## src/cprm_pkg.sv

```systemverilog
package cprm_pkg;

  localparam int unsigned PeriodW = 16;
  localparam int unsigned ScaleW = 32;
  localparam int unsigned ActionW = 2;
  localparam int unsigned DivSteps = ScaleW;
  localparam int unsigned DivCntW = $clog2(DivSteps);

  localparam logic [ActionW-1:0] ActCapture = 2'd0;
  localparam logic [ActionW-1:0] ActPeriod = 2'd1;
  localparam logic [ActionW-1:0] ActRpm = 2'd2;

  localparam logic [PeriodW-1:0] SatMax = 16'hFFFF;
  localparam logic [ScaleW-1:0] RpmScaleReset = 32'd4687500;

  typedef enum logic [2:0] {
    StIdle = 3'b001,
    StDiv  = 3'b010,
    StOut  = 3'b100
  } state_e;

  typedef struct packed {
    logic load_item;
    logic div_step;
    logic load_out;
  } cmd_t;

  typedef struct packed {
    logic need_div;
  } sts_t;

endpackage

```

## src/cprm_ctrl.sv

```systemverilog
module cprm_ctrl (
  input  logic           clk_i,
  input  logic           rst_ni,
  input  logic           in_valid_i,
  output logic           in_stall_o,
  output logic           out_valid_o,
  input  logic           out_stall_i,
  input  cprm_pkg::sts_t sts_i,
  output cprm_pkg::cmd_t cmd_o
);
  import cprm_pkg::*;

  localparam logic [DivCntW-1:0] DivLast = DivCntW'(DivSteps - 1);

  state_e state_q, state_d;
  logic [DivCntW-1:0] cnt_q, cnt_d;
  logic out_valid_q, out_valid_d;
  logic accept;
  logic out_free;

  assign in_stall_o = (state_q != StIdle);
  assign accept = in_valid_i && (state_q == StIdle);
  assign out_free = !out_valid_q || !out_stall_i;
  assign out_valid_o = out_valid_q;

  always_comb begin
    state_d = state_q;
    cnt_d = cnt_q;
    cmd_o = '0;
    unique case (state_q)
      StIdle: begin
        if (accept) begin
          cmd_o.load_item = 1'b1;
          cnt_d = '0;
          state_d = sts_i.need_div ? StDiv : StOut;
        end
      end
      StDiv: begin
        cmd_o.div_step = 1'b1;
        cnt_d = cnt_q + 1'b1;
        if (cnt_q == DivLast) begin
          state_d = StOut;
        end
      end
      StOut: begin
        if (out_free) begin
          cmd_o.load_out = 1'b1;
          state_d = StIdle;
        end
      end
      default: begin
        state_d = StIdle;
      end
    endcase
  end

  always_comb begin
    out_valid_d = out_valid_q;
    if (cmd_o.load_out) begin
      out_valid_d = 1'b1;
    end else if (!out_stall_i) begin
      out_valid_d = 1'b0;
    end
  end

  always_ff @(posedge clk_i or negedge rst_ni) begin
    if (!rst_ni) begin
      state_q <= StIdle;
      cnt_q <= '0;
      out_valid_q <= 1'b0;
    end else begin
      state_q <= state_d;
      cnt_q <= cnt_d;
      out_valid_q <= out_valid_d;
    end
  end

  a_accept_leaves_idle: assert property (@(posedge clk_i) disable iff (!rst_ni)
    (in_valid_i && !in_stall_o) |=> (state_q != StIdle))
    else $error("accepted item did not start processing");

  a_result_from_out_state: assert property (@(posedge clk_i) disable iff (!rst_ni)
    $rose(out_valid_q) |-> ($past(state_q) == StOut))
    else $error("result appeared outside the output step");

  a_div_ends: assert property (@(posedge clk_i) disable iff (!rst_ni)
    (state_q == StDiv && cnt_q == DivLast) |=> (state_q == StOut))
    else $error("divider ran past its last step");

endmodule

```

## src/cprm_dp.sv

```systemverilog
module cprm_dp #(
  parameter int unsigned TIMER_BITS = 16
) (
  input  logic                           clk_i,
  input  logic                           rst_ni,
  input  logic                           cfg_we_i,
  input  logic [cprm_pkg::ScaleW-1:0]    cfg_wdata_i,
  input  logic [cprm_pkg::ActionW-1:0]   action_i,
  input  logic [cprm_pkg::PeriodW-1:0]   stamp_i,
  input  cprm_pkg::cmd_t                 cmd_i,
  output cprm_pkg::sts_t                 sts_o,
  output logic [cprm_pkg::PeriodW-1:0]   period_o,
  output logic [cprm_pkg::PeriodW-1:0]   speed_rpm_o,
  output logic [cprm_pkg::PeriodW-1:0]   shortest_o,
  output logic [cprm_pkg::PeriodW-1:0]   longest_o,
  output logic                           fresh_o
);
  import cprm_pkg::*;

  localparam int unsigned StampBits = (TIMER_BITS < PeriodW) ? TIMER_BITS : PeriodW;

  logic [ScaleW-1:0] scale_q;
  logic [StampBits-1:0] prev_q;
  logic have_prev_q;
  logic [PeriodW-1:0] latest_q;
  logic [PeriodW-1:0] min_q;
  logic [PeriodW-1:0] max_q;
  logic new_cap_q;
  logic was_fresh_q;
  logic [ActionW-1:0] act_q;

  logic [ScaleW-1:0] dvd_q;
  logic [PeriodW-1:0] rem_q;
  logic [PeriodW-1:0] divisor_q;

  logic [PeriodW-1:0] out_period_q, out_speed_q, out_min_q, out_max_q;
  logic out_fresh_q;

  logic [StampBits-1:0] stamp_diff;
  logic [PeriodW-1:0] new_period;
  logic [PeriodW:0] shifted;
  logic [PeriodW:0] trial;
  logic [PeriodW-1:0] speed_d;

  assign stamp_diff = stamp_i[StampBits-1:0] - prev_q;
  assign new_period = PeriodW'(stamp_diff);
  assign sts_o.need_div = (action_i == ActRpm) && new_cap_q && (latest_q != '0);

  assign shifted = {rem_q, dvd_q[ScaleW-1]};
  assign trial = shifted - {1'b0, divisor_q};

  always_comb begin
    speed_d = '0;
    if (act_q == ActRpm && was_fresh_q) begin
      if (latest_q == '0 || dvd_q[ScaleW-1:PeriodW] != '0) begin
        speed_d = SatMax;
      end else begin
        speed_d = dvd_q[PeriodW-1:0];
      end
    end
  end

  always_ff @(posedge clk_i or negedge rst_ni) begin
    if (!rst_ni) begin
      scale_q <= RpmScaleReset;
    end else if (cfg_we_i) begin
      scale_q <= cfg_wdata_i;
    end
  end

  always_ff @(posedge clk_i or negedge rst_ni) begin
    if (!rst_ni) begin
      prev_q <= '0;
      have_prev_q <= 1'b0;
      latest_q <= '0;
      min_q <= SatMax;
      max_q <= '0;
      new_cap_q <= 1'b0;
    end else if (cmd_i.load_item) begin
      case (action_i)
        ActCapture: begin
          latest_q <= new_period;
          if (have_prev_q) begin
            if (new_period > max_q) begin
              max_q <= new_period;
            end
            if (new_period < min_q) begin
              min_q <= new_period;
            end
          end
          prev_q <= stamp_i[StampBits-1:0];
          have_prev_q <= 1'b1;
          new_cap_q <= 1'b1;
        end
        ActPeriod, ActRpm: begin
          new_cap_q <= 1'b0;
        end
        default: begin
        end
      endcase
    end
  end

  always_ff @(posedge clk_i) begin
    if (cmd_i.load_item) begin
      was_fresh_q <= new_cap_q;
      act_q <= action_i;
    end
  end

  always_ff @(posedge clk_i or negedge rst_ni) begin
    if (!rst_ni) begin
      rem_q <= '0;
      divisor_q <= '0;
      dvd_q <= '0;
    end else if (cmd_i.load_item) begin
      rem_q <= '0;
      divisor_q <= latest_q;
      dvd_q <= scale_q;
    end else if (cmd_i.div_step) begin
      if (!trial[PeriodW]) begin
        rem_q <= trial[PeriodW-1:0];
      end else begin
        rem_q <= shifted[PeriodW-1:0];
      end
      dvd_q <= {dvd_q[ScaleW-2:0], ~trial[PeriodW]};
    end
  end

  always_ff @(posedge clk_i) begin
    if (cmd_i.load_out) begin
      out_period_q <= latest_q;
      out_speed_q <= speed_d;
      out_min_q <= min_q;
      out_max_q <= max_q;
      out_fresh_q <= was_fresh_q;
    end
  end

  assign period_o = out_period_q;
  assign speed_rpm_o = out_speed_q;
  assign shortest_o = out_min_q;
  assign longest_o = out_max_q;
  assign fresh_o = out_fresh_q;

  a_rem_below_divisor: assert property (@(posedge clk_i) disable iff (!rst_ni)
    (divisor_q != '0) |-> (rem_q < divisor_q))
    else $error("divider remainder reached the divisor");

endmodule

```

## src/capture_period_rpm_meter_core.sv

```systemverilog
// Channel   Direction  Handshake                  Payload
// in        input      in_valid_i / in_stall_o    action_i, stamp_i
// out       output     out_valid_o / out_stall_i  period_o, speed_rpm_o, shortest_o,
//                                                 longest_o, fresh_o
// cfg       input      cfg_we_i                   cfg_wdata_i (rpm scale)
//
// A capture, a period read, a stale rpm read or an rpm read of a zero period goes straight to its output step.
// Any other fresh rpm read first runs the divider, which retires one quotient bit per cycle.
// The reset is asynchronous and active low; the rpm scale resets to 4687500.
// A stalled result sits in the output register while the next item is taken in; that item
// then waits in its output step until the stall clears.
module capture_period_rpm_meter_core #(
  parameter int unsigned TIMER_BITS = 16
) (
  input  logic        clk_i,
  input  logic        rst_ni,
  input  logic        cfg_we_i,
  input  logic [31:0] cfg_wdata_i,
  input  logic        in_valid_i,
  output logic        in_stall_o,
  input  logic [1:0]  action_i,
  input  logic [15:0] stamp_i,
  output logic        out_valid_o,
  input  logic        out_stall_i,
  output logic [15:0] period_o,
  output logic [15:0] speed_rpm_o,
  output logic [15:0] shortest_o,
  output logic [15:0] longest_o,
  output logic        fresh_o
);
  import cprm_pkg::*;

  cmd_t cmd;
  sts_t sts;

  cprm_ctrl u_ctrl (
    .clk_i       (clk_i),
    .rst_ni      (rst_ni),
    .in_valid_i  (in_valid_i),
    .in_stall_o  (in_stall_o),
    .out_valid_o (out_valid_o),
    .out_stall_i (out_stall_i),
    .sts_i       (sts),
    .cmd_o       (cmd)
  );

  cprm_dp #(
    .TIMER_BITS (TIMER_BITS)
  ) u_dp (
    .clk_i       (clk_i),
    .rst_ni      (rst_ni),
    .cfg_we_i    (cfg_we_i),
    .cfg_wdata_i (cfg_wdata_i),
    .action_i    (action_i),
    .stamp_i     (stamp_i),
    .cmd_i       (cmd),
    .sts_o       (sts),
    .period_o    (period_o),
    .speed_rpm_o (speed_rpm_o),
    .shortest_o  (shortest_o),
    .longest_o   (longest_o),
    .fresh_o     (fresh_o)
  );

endmodule
```

## config.mk

```make
export PLATFORM = sky130hd
export DESIGN_NAME = capture_period_rpm_meter_core
export DESIGN_NICKNAME = d
export VERILOG_FILES = /design/src/cprm_pkg.sv /design/src/cprm_ctrl.sv /design/src/cprm_dp.sv /design/src/capture_period_rpm_meter_core.sv
export SDC_FILE = /design/constraint.sdc
export NUM_CORES = 1
export LEC_CHECK = 0
export BUFFER_PORTS_ARGS = -buffer_cell sky130_fd_sc_hd__buf_2
export CAP_MARGIN = 20
export CORE_ASPECT_RATIO = 0.75
export CORE_UTILIZATION = 50
export CTS_BUF_LIST = sky130_fd_sc_hd__clkbuf_16
export DETAILED_ROUTE_END_ITERATION = 16
export HOLD_SLACK_MARGIN = 0.06
export PLACE_DENSITY_LB_ADDON = 0.2
export REMOVE_ABC_BUFFERS = 1
export SYNTH_ARGS = -nofsm -noshare
export SYNTH_HDL_FRONTEND = slang
export SYNTH_HIERARCHICAL = 1
export SYNTH_SLANG_ARGS = --single-unit
```

## constraint.sdc

```tcl
create_clock -name clk_i -period 12.9 [get_ports clk_i]
set_clock_uncertainty 0.1 [all_clocks]
set_input_delay 0 -clock clk_i [delete_from_list [all_inputs] [get_ports clk_i]]
set_output_delay 0 -clock clk_i [all_outputs]
set_load 0.02 [all_outputs]
```

==> metrics.csv, run 1 <==
stage,metric,value,unit
outcome,status,finished clean,
logic_synthesis,Post-synth EDFFs,68,
global_routing,global-route wire length before repair,41060,um
clock_network,clock sinks,239,
placement,dpl cell area,0.01258,sq mm
job,MaxCap Viol Count,0,
logic_synthesis,post-synth top area cell,dfrtp_1,
critical_path,critical path class,reg -> reg,
route,routed wire length,24710,um
sta,Post-Route Setup TNS,0,ps
logic_synthesis,Netlist cell types,68,
critical_path,critical path endpoint category,register,
critical_path,CP Cell Sequence,ha_1 > fa_1 > nor2b_1 > o21ai_0 > a21oi_1 > o31a_1 > mux2i_1 > a221oi_1 > ha_1 > and3_1 > a221o_1 > a221oi_2 > o31ai_1 > o21ai_4 > mux2_2,
logic_synthesis,Commonest cells post-synth,"dfrtp_1, nand2_1, mux2_2",
power_and_ir_drop,worst vdd ir,94.66,uV
sta,Tightest Pin Transition,1032,ps
route,via total after detailed routing,8000,
logic_synthesis,Syn. warnings,6,
critical_path,critical path's largest stage delay,560,ps
logic_synthesis,"Primary FF master, synth",dfrtp_1,
worst_hold_path,Hold Path Class,in -> async,
final_layout,diode count,0,
power_and_ir_drop,Static Leakage,6.119,nW
power_and_ir_drop,pwr/cell area,230.8,mW/mm^2
floorplanning,Starting Density,51.01,%
sta,Fin. Hold Viols,0,
placement,gpl congestion,0.9005,
sta,setup violators final,0,
clock_network,CTS Buf Count,25,
critical_path,R2R Setup Slk,7910,ps
placement,placed cells,1391,
final_layout,share of layout cells above drive strength 1,24.69,%
power_and_ir_drop,total power,3.223,mW
critical_path,r2r startpoint,u_dp/prev_q[0],
clock_network,clk root buf,clkbuf_16,
logic_synthesis,top-count cell post-synth,dfrtp_1,
floorplanning,Die Span Y,134.7,um
logic_synthesis,Area contributors post-synth,"dfrtp_1, edfxtp_1, mux2_2",
critical_path,r2r endpoint,u_dp/max_q[10],
critical_path,critical path data arrival time,5300,ps
logic_synthesis,"Avg Cell Area, Syn",11.70,sq um
placement,PortBufs,121,
sta,Slew Limit Headroom,31.22,%
floorplanning,I/O pin cnt,122,
global_routing,number of global-route vias before repair,7872,
logic_synthesis,"FFs w/ async S/R, synth",71.55,%
clock_network,Worst-Skew Late Latency,530,ps
sta,RSZ-0062 raised after global routing,false,
sta,Highest Clock Rate,200.2,MHz
route,Final ANT Viol Nets,0,
global_routing,GR Util All Layers,21.47,%
critical_path,"Req. time, crit path",13200,ps
route,TritonRoute pass-1 iters,5,
logic_synthesis,post-synthesis sequential area ratio,54.16,%
sta,period utilisation layout,38.72,%
final_layout,area delta synth->final,19.04,%
clock_network,clock buffer depth,3,
clock_network,clock-pin slew on the worst setup and hold paths,60,ps
logic_synthesis,Syn Std Cell Area,0.01173,sq mm
critical_path,worst reg2reg path depth,15,
sta,"Slew Viols, Final",0,
final_layout,Layout Nets,1296,
route,initial detailed-routing violation count,521,
global_routing,Congestion Overflow GR,0,
final_layout,Final Non-Filler Cells,1491,
placement,dpl hpwl,16200,um
logic_synthesis,top-area cell type share of the netlist area,30.71,%
route,drt wl/cell,16.57,um
global_routing,initial antenna violation count,0,
logic_synthesis,Synth Register Bits,239,
clock_network,post-CTS sizing,0,
sta,fin crit period,4995,ps
clock_network,CTS tree,done,
critical_path,Worst setup SP type,register,
floorplanning,Core Rows,48,
logic_synthesis,Post-Syn Instances,1003,
global_routing,largest net degree at the start of global routing,102,
critical_path,"most used cell, CP",ha_1,
route,DRC errors left,0,
floorplanning,chip width,178.9,um
floorplanning,die area,0.02409,sq mm
critical_path,"slowest stage cell, crit path",o21ai_4,
route,DR vias/cell,5.366,
final_layout,Finished Cell Area,0.01397,sq mm
clock_network,H-tree Lvls,1,
critical_path,crit-path max FO,16,
floorplanning,core area,0.02300,sq mm
==> critical path, delay by kind of cell, from the launching register on <==
| kind | cells | cell delay [ps] |
|---|---|---|
| compound gates | 8 | 2580 |
| fa+ha+maj | 3 | 990 |
| mux | 2 | 500 |
| flops | 1 | 380 |
| simple gates | 2 | 320 |
==> logic make-up (layout without fill, tap and decap cells) <==
family          after synthesis  after routing  synth area share (%)
simple gates                209            209                 8.189
fa+ha+maj                    69             69                 7.486
flops                       239            239                 54.16
compound gates              209            209                 11.60
buf+inv                     121            309                 4.372
mux                         128            128                 11.88
xor+xnor                     28             28                 2.314
==> final cells by class <==
cell class | instances | area [sq um]
timing repair buffer | 180 | 1187
sequential | 239 | 6355
tap | 300 | 375.4
multi-input combinational | 643 | 4877
fill | 1923 | 9034
clock buffer | 26 | 650.6
clock inverter | 20 | 197.7
inverter | 83 | 325.3
==> how the worst max path moves through the flow <==
stage | from | endpoint | slack [ps] | cells past startpoint
floorplan | u_ctrl/state_q[1] | u_dp/fresh_o | 8230 | 2
global placement | u_dp/prev_q[0] | u_dp/max_q[15] | 8110 | 15
detailed placement | u_dp/prev_q[0] | u_dp/max_q[4] | 7980 | 15
CTS | u_dp/prev_q[0] | u_dp/max_q[10] | 7940 | 15
global route | u_dp/prev_q[0] | u_dp/max_q[6] | 7640 | 15
finish | u_dp/prev_q[0] | u_dp/max_q[10] | 7910 | 15
==> sequential cells by signal, indices dropped and copies added (netlist names), 16 cells and up <==
signal / cells
u_dp/shortest_o: 16
u_dp/speed_rpm_o: 16
u_dp/min_q: 16
u_dp/latest_q: 16
u_dp/dvd_q: 32
u_dp/prev_q: 16
u_dp/period_o: 16
u_dp/max_q: 16
u_dp/rem_q: 16
u_dp/divisor_q: 16
u_dp/scale_q: 32
u_dp/longest_o: 16
==> layer usage <==
metal / wire length [um] / GRT usage (%)
met1: 12900 / 33.96
met2: 10310 / 31.08
met3: 1169 / 3.575
met4: 335 / 3.766
met5: 0 / 0
==> through the flow <==
step	setup slack, ps	hold WS [ps]	utilization, %
floorplan	8226	-395.6	-
global placement	8105	84.46	54.70
detailed placement	7980	89.29	54.70
CTS	7943	72.28	60.69
global route	7638	103.7	60.73
finish	7905	62.40	60.73
==> where the power goes <==
part / switching, mW / leakage, nW / internal (mW)
logic: 0.738 / 3.00 / 0.539
registers: 0.163 / 2.69 / 1.04
clock network: 0.298 / 0.429 / 0.445
==> cells in the final DEF, fill, tap and decap left out, types with 4 or more instances in the layout <==
cell | synthesis | final
dfrtp_1 | 144 | 144
buf_2 | 0 | 120
nand2_1 | 99 | 99
mux2_2 | 86 | 86
inv_1 | 81 | 83
o21ai_0 | 75 | 75
edfxtp_1 | 68 | 68
ha_1 | 67 | 67
dlygate4sd3_1 | 0 | 53
a21oi_1 | 40 | 39
nor2_1 | 39 | 39
mux2i_1 | 38 | 38
dfstp_2 | 27 | 27
clkbuf_16 | 0 | 26
a21o_1 | 20 | 20
o21a_1 | 18 | 18
nand3_1 | 15 | 15
xnor2_1 | 15 | 15
xor2_1 | 11 | 11
and3_1 | 8 | 8
nor4_1 | 8 | 8
nand2b_1 | 8 | 8
clkinv_2 | 1 | 7
nor2b_1 | 7 | 7
a311oi_1 | 7 | 7
clkinv_1 | 0 | 6
buf_4 | 2 | 6
o31ai_1 | 6 | 6
nand4_1 | 5 | 5
a31oi_1 | 5 | 5
nor3_1 | 5 | 5
o211ai_1 | 5 | 5
bufinv_16 | 0 | 4
a211oi_1 | 4 | 4
mux2_1 | 4 | 4
==> timing repair <==
action | 4_1_cts | 5_1_grt
hold buffers | 53 | 0
setup buffers | 0 | 0
hold endpoints to repair | 164 | 0
(Power assumes the default switching activity.)
==> inputs of run 2 (changes only) <==
Settings changed: ABC_AREA set to 1.
Clock period 12.9 ns to 4.76 ns, I/O delays scaled along.
==> run 2 against run 1 <==
  * Sequential power grew to 2.7 times the previous value
  * Flip-flop and latch count did not move
  * Synthesized area rose by 3.6%
  * Core utilization is 0.64 points lower
  * Global-route usage rose by 1.6 points
  * Worst setup slack got worse by 6600 ps
  * Sequential share of layout area fell by 1.3 points
  * Hold slack worse by 14 ps
  * Maximum frequency up 44%
  * Non-clock buffer count is 7 higher
  * Routed wire length is 14% higher
  * Largest cell class unchanged
  * Largest power group unchanged
  * Highest routed layer unchanged
==> metrics.csv, run 2 <==
stage,metric,value,unit
sta,period utilisation layout,73.10,%
critical_path,stages on the worst setup path,17,
global_routing,largest net degree at the start of global routing,100,
sta,RSZ-0062 raised after global routing,false,
final_layout,diode count,0,
sta,Fin. Hold Viols,0,
route,DRC errors left,0,
global_routing,GR Util All Layers,23.03,%
clock_network,clock sinks,239,
clock_network,Setup Buffers After CTS,0,
power_and_ir_drop,worst vdd ir,390.9,uV
logic_synthesis,post-synthesis sequential area ratio,52.30,%
sta,fin crit period,3480,ps
logic_synthesis,top-count cell post-synth,nand2_1,
final_layout,"commonest cells after routing, fill and taps aside","nand2_1, inv_1, dfrtp_1, buf_2, o21ai_0",
route,initial detailed-routing violation count,588,
sta,Highest Clock Rate,287.4,MHz
route,drt wl/cell,15.36,um
floorplanning,core area,0.02391,sq mm
critical_path,cell family with most CP delay,adder cells,
logic_synthesis,"FFs w/ async S/R, synth",71.55,%
critical_path,crit-path max FO,11,
route,Final ANT Viol Nets,0,
placement,dpl hpwl,19590,um
logic_synthesis,Commonest cells post-synth,"nand2_1, inv_1, dfrtp_1",
power_and_ir_drop,Static Leakage,7.106,nW
logic_synthesis,Syn. warnings,6,
worst_hold_path,Hold Path Class,in -> async,
sta,setup violators final,0,
final_layout,Final Non-Filler Cells,1834,
sta,Slew Limit Headroom,35.74,%
clock_network,clock buffer depth,3,
critical_path,r2r startpoint,u_dp/prev_q[0],
global_routing,global-route wire length before repair,45660,um
route,DR vias/cell,5.141,
placement,placed cells,1734,
logic_synthesis,"Avg Cell Area, Syn",9.075,sq um
critical_path,R2R Setup Slk,1280,ps
final_layout,Finished Cell Area,0.01437,sq mm
outcome,status,finished clean,
logic_synthesis,top-area cell type share of the netlist area,29.65,%
power_and_ir_drop,pwr/cell area,617.1,mW/mm^2
critical_path,critical path data arrival time,3830,ps
route,routed wire length,28160,um
final_layout,Largest regs,"u_dp/dvd_q: 32 flops, u_dp/scale_q: 32 flops",
final_layout,share of layout cells above drive strength 1,17.21,%
final_layout,Layout Nets,1634,
route,TritonRoute pass-1 iters,5,
floorplanning,Die Span Y,137.0,um
final_layout,"most common cell after layout, fill and taps aside",nand2_1,
critical_path,r2r endpoint,u_dp/max_q[4],
sta,"Slew Viols, Final",0,
clock_network,CTS Buf Count,24,
global_routing,initial antenna violation count,0,
critical_path,"Req. time, crit path",5110,ps
critical_path,critical path endpoint category,register,
logic_synthesis,Synth Register Bits,239,
placement,dpl cell area,0.01304,sq mm
clock_network,clock-pin slew on the worst setup and hold paths,60,ps
critical_path,CP Cell Sequence,ha_1 > fa_1 > inv_1 > nand3_1 > nand2_1 > nand2_1 > nand2_1 > xor2_1 > ha_1 > nand2_1 > nor2_1 > nand4_1 > o21a_1 > nand2_1 > inv_1 > nand2_1 > nand2_1,
floorplanning,die area,0.02494,sq mm
logic_synthesis,"Primary FF master, synth",dfrtp_1,
placement,PortBufs,121,
critical_path,"most used cell, CP",nand2_1,
final_layout,area delta synth->final,18.23,%
global_routing,number of global-route vias before repair,8829,
clock_network,CTS tree,done,
critical_path,"slowest stage cell, crit path",xor2_1,
critical_path,critical path's largest stage delay,520,ps
floorplanning,Core Rows,49,
critical_path,Worst setup SP type,register,
floorplanning,chip width,182.0,um
critical_path,worst reg2reg path depth,17,
sta,Tightest Pin Transition,962.9,ps
placement,gpl congestion,0.8897,
floorplanning,I/O pin cnt,122,
clock_network,Worst-Skew Late Latency,510,ps
logic_synthesis,Syn Std Cell Area,0.01215,sq mm
logic_synthesis,Area contributors post-synth,"dfrtp_1, edfxtp_1, nand2_1",
logic_synthesis,Post-synth EDFFs,68,
critical_path,Buf/Inv on CP,2,
clock_network,clk root buf,clkbuf_16,
job,MaxCap Viol Count,0,
global_routing,Congestion Overflow GR,0,
critical_path,critical path class,reg -> reg,
logic_synthesis,post-synth top area cell,dfrtp_1,
clock_network,post-CTS sizing,0,
route,via total after detailed routing,9428,
logic_synthesis,Post-Syn Instances,1339,
logic_synthesis,Netlist cell types,51,
clock_network,H-tree Lvls,1,
floorplanning,Starting Density,50.82,%
[run 2: cell types whose count changed after synthesis, moves of 13 or more]
| cell | before | now |
|---|---|---|
| nand2_2 | 2 | 16 |
| nand2_1 | 99 | 353 |
| o22ai_1 | 1 | 28 |
| a21o_1 | 20 | 0 |
| o21a_1 | 18 | 4 |
| mux2_2 | 86 | 28 |
| mux2i_1 | 38 | 0 |
| nand3b_1 | 3 | 16 |
| nor2_1 | 39 | 64 |
| nand3_1 | 15 | 66 |
| nor3_1 | 5 | 22 |
| inv_1 | 81 | 189 |
[run 2: layer usage]
layer,global-route usage (%),vias up,share of wire [%]
li1,-,4704,-
met1,33.99,4448,50
met2,36.02,241,43
met3,3.433,35,5.3
met4,5.042,0,1.9
met5,0,-,0
[run 2: logic make-up after synthesis]
family / count (synthesis) / synth area share (%)
fa+ha+maj: 69 / 7.228
flops: 239 / 52.30
xor+xnor: 16 / 1.153
compound gates: 180 / 8.382
simple gates: 566 / 20.50
mux: 28 / 2.595
buf+inv: 241 / 7.846
[run 2: timing repair]
item,in CTS,in global routing
hold endpoints to repair,195,0
hold buffers,56,0
endpoints found under the setup margin,0,0
[run 2: how the worst max path moves through the flow]
stage,from,end
2_1_floorplan,u_ctrl/state_q[0],u_dp/dvd_q[17]
3_3_place_gp,u_dp/prev_q[0],u_dp/max_q[15]
3_5_place_dp,u_dp/prev_q[0],u_dp/min_q[10]
4_1_cts,u_dp/prev_q[0],u_dp/max_q[4]
5_1_grt,u_dp/prev_q[0],u_dp/max_q[2]
6_report,u_dp/prev_q[0],u_dp/max_q[4]
[run 2: worst reg2reg max path, cell delays in order (launching register included)]
cell,delay (ps)
dfrtp_1,380
ha_1,220
fa_1,410
inv_1,70
nand3_1,70
nand2_1,170
nand2_1,70
nand2_1,130
xor2_1,520
ha_1,360
nand2_1,90
nor2_1,60
nand4_1,90
o21a_1,120
nand2_1,60
inv_1,330
nand2_1,110
nand2_1,70
[run 2: through the flow]
stage / setup slack, ps / setup TNS, ps / power (mW) / hold WS, ps / utilization (%)
6_report: 1280 / 0 / 8.865 / 48.48 / 60.08
5_1_grt: 979.7 / 0 / 9.603 / 109.2 / 60.08
4_1_cts: 1314 / 0 / 8.907 / 61.55 / 60.08
3_5_place_dp: 1360 / 0 / 6.988 / 70.12 / 54.52
3_3_place_gp: 1395 / 0 / 6.904 / 66.62 / 54.47
2_1_floorplan: -91.25 / -2104 / 5.883 / -395.6 / -
[run 2: where the power goes]
part           switching, mW  internal, mW
Sequential             0.393          2.88
Combinational           2.45          1.30
Clock                  0.777          1.06
Total                   3.62          5.24
[run 2: final cells by class]
| type | count | area, sq um |
|---|---|---|
| multi-input combinational | 859 | 4858 |
| sequential | 239 | 6355 |
| tap | 306 | 382.9 |
| timing repair buffer | 187 | 1251 |
| inverter | 199 | 749.5 |
| clock inverter | 19 | 143.9 |
| fill | 2064 | 9544 |
| clock buffer | 25 | 625.6 |
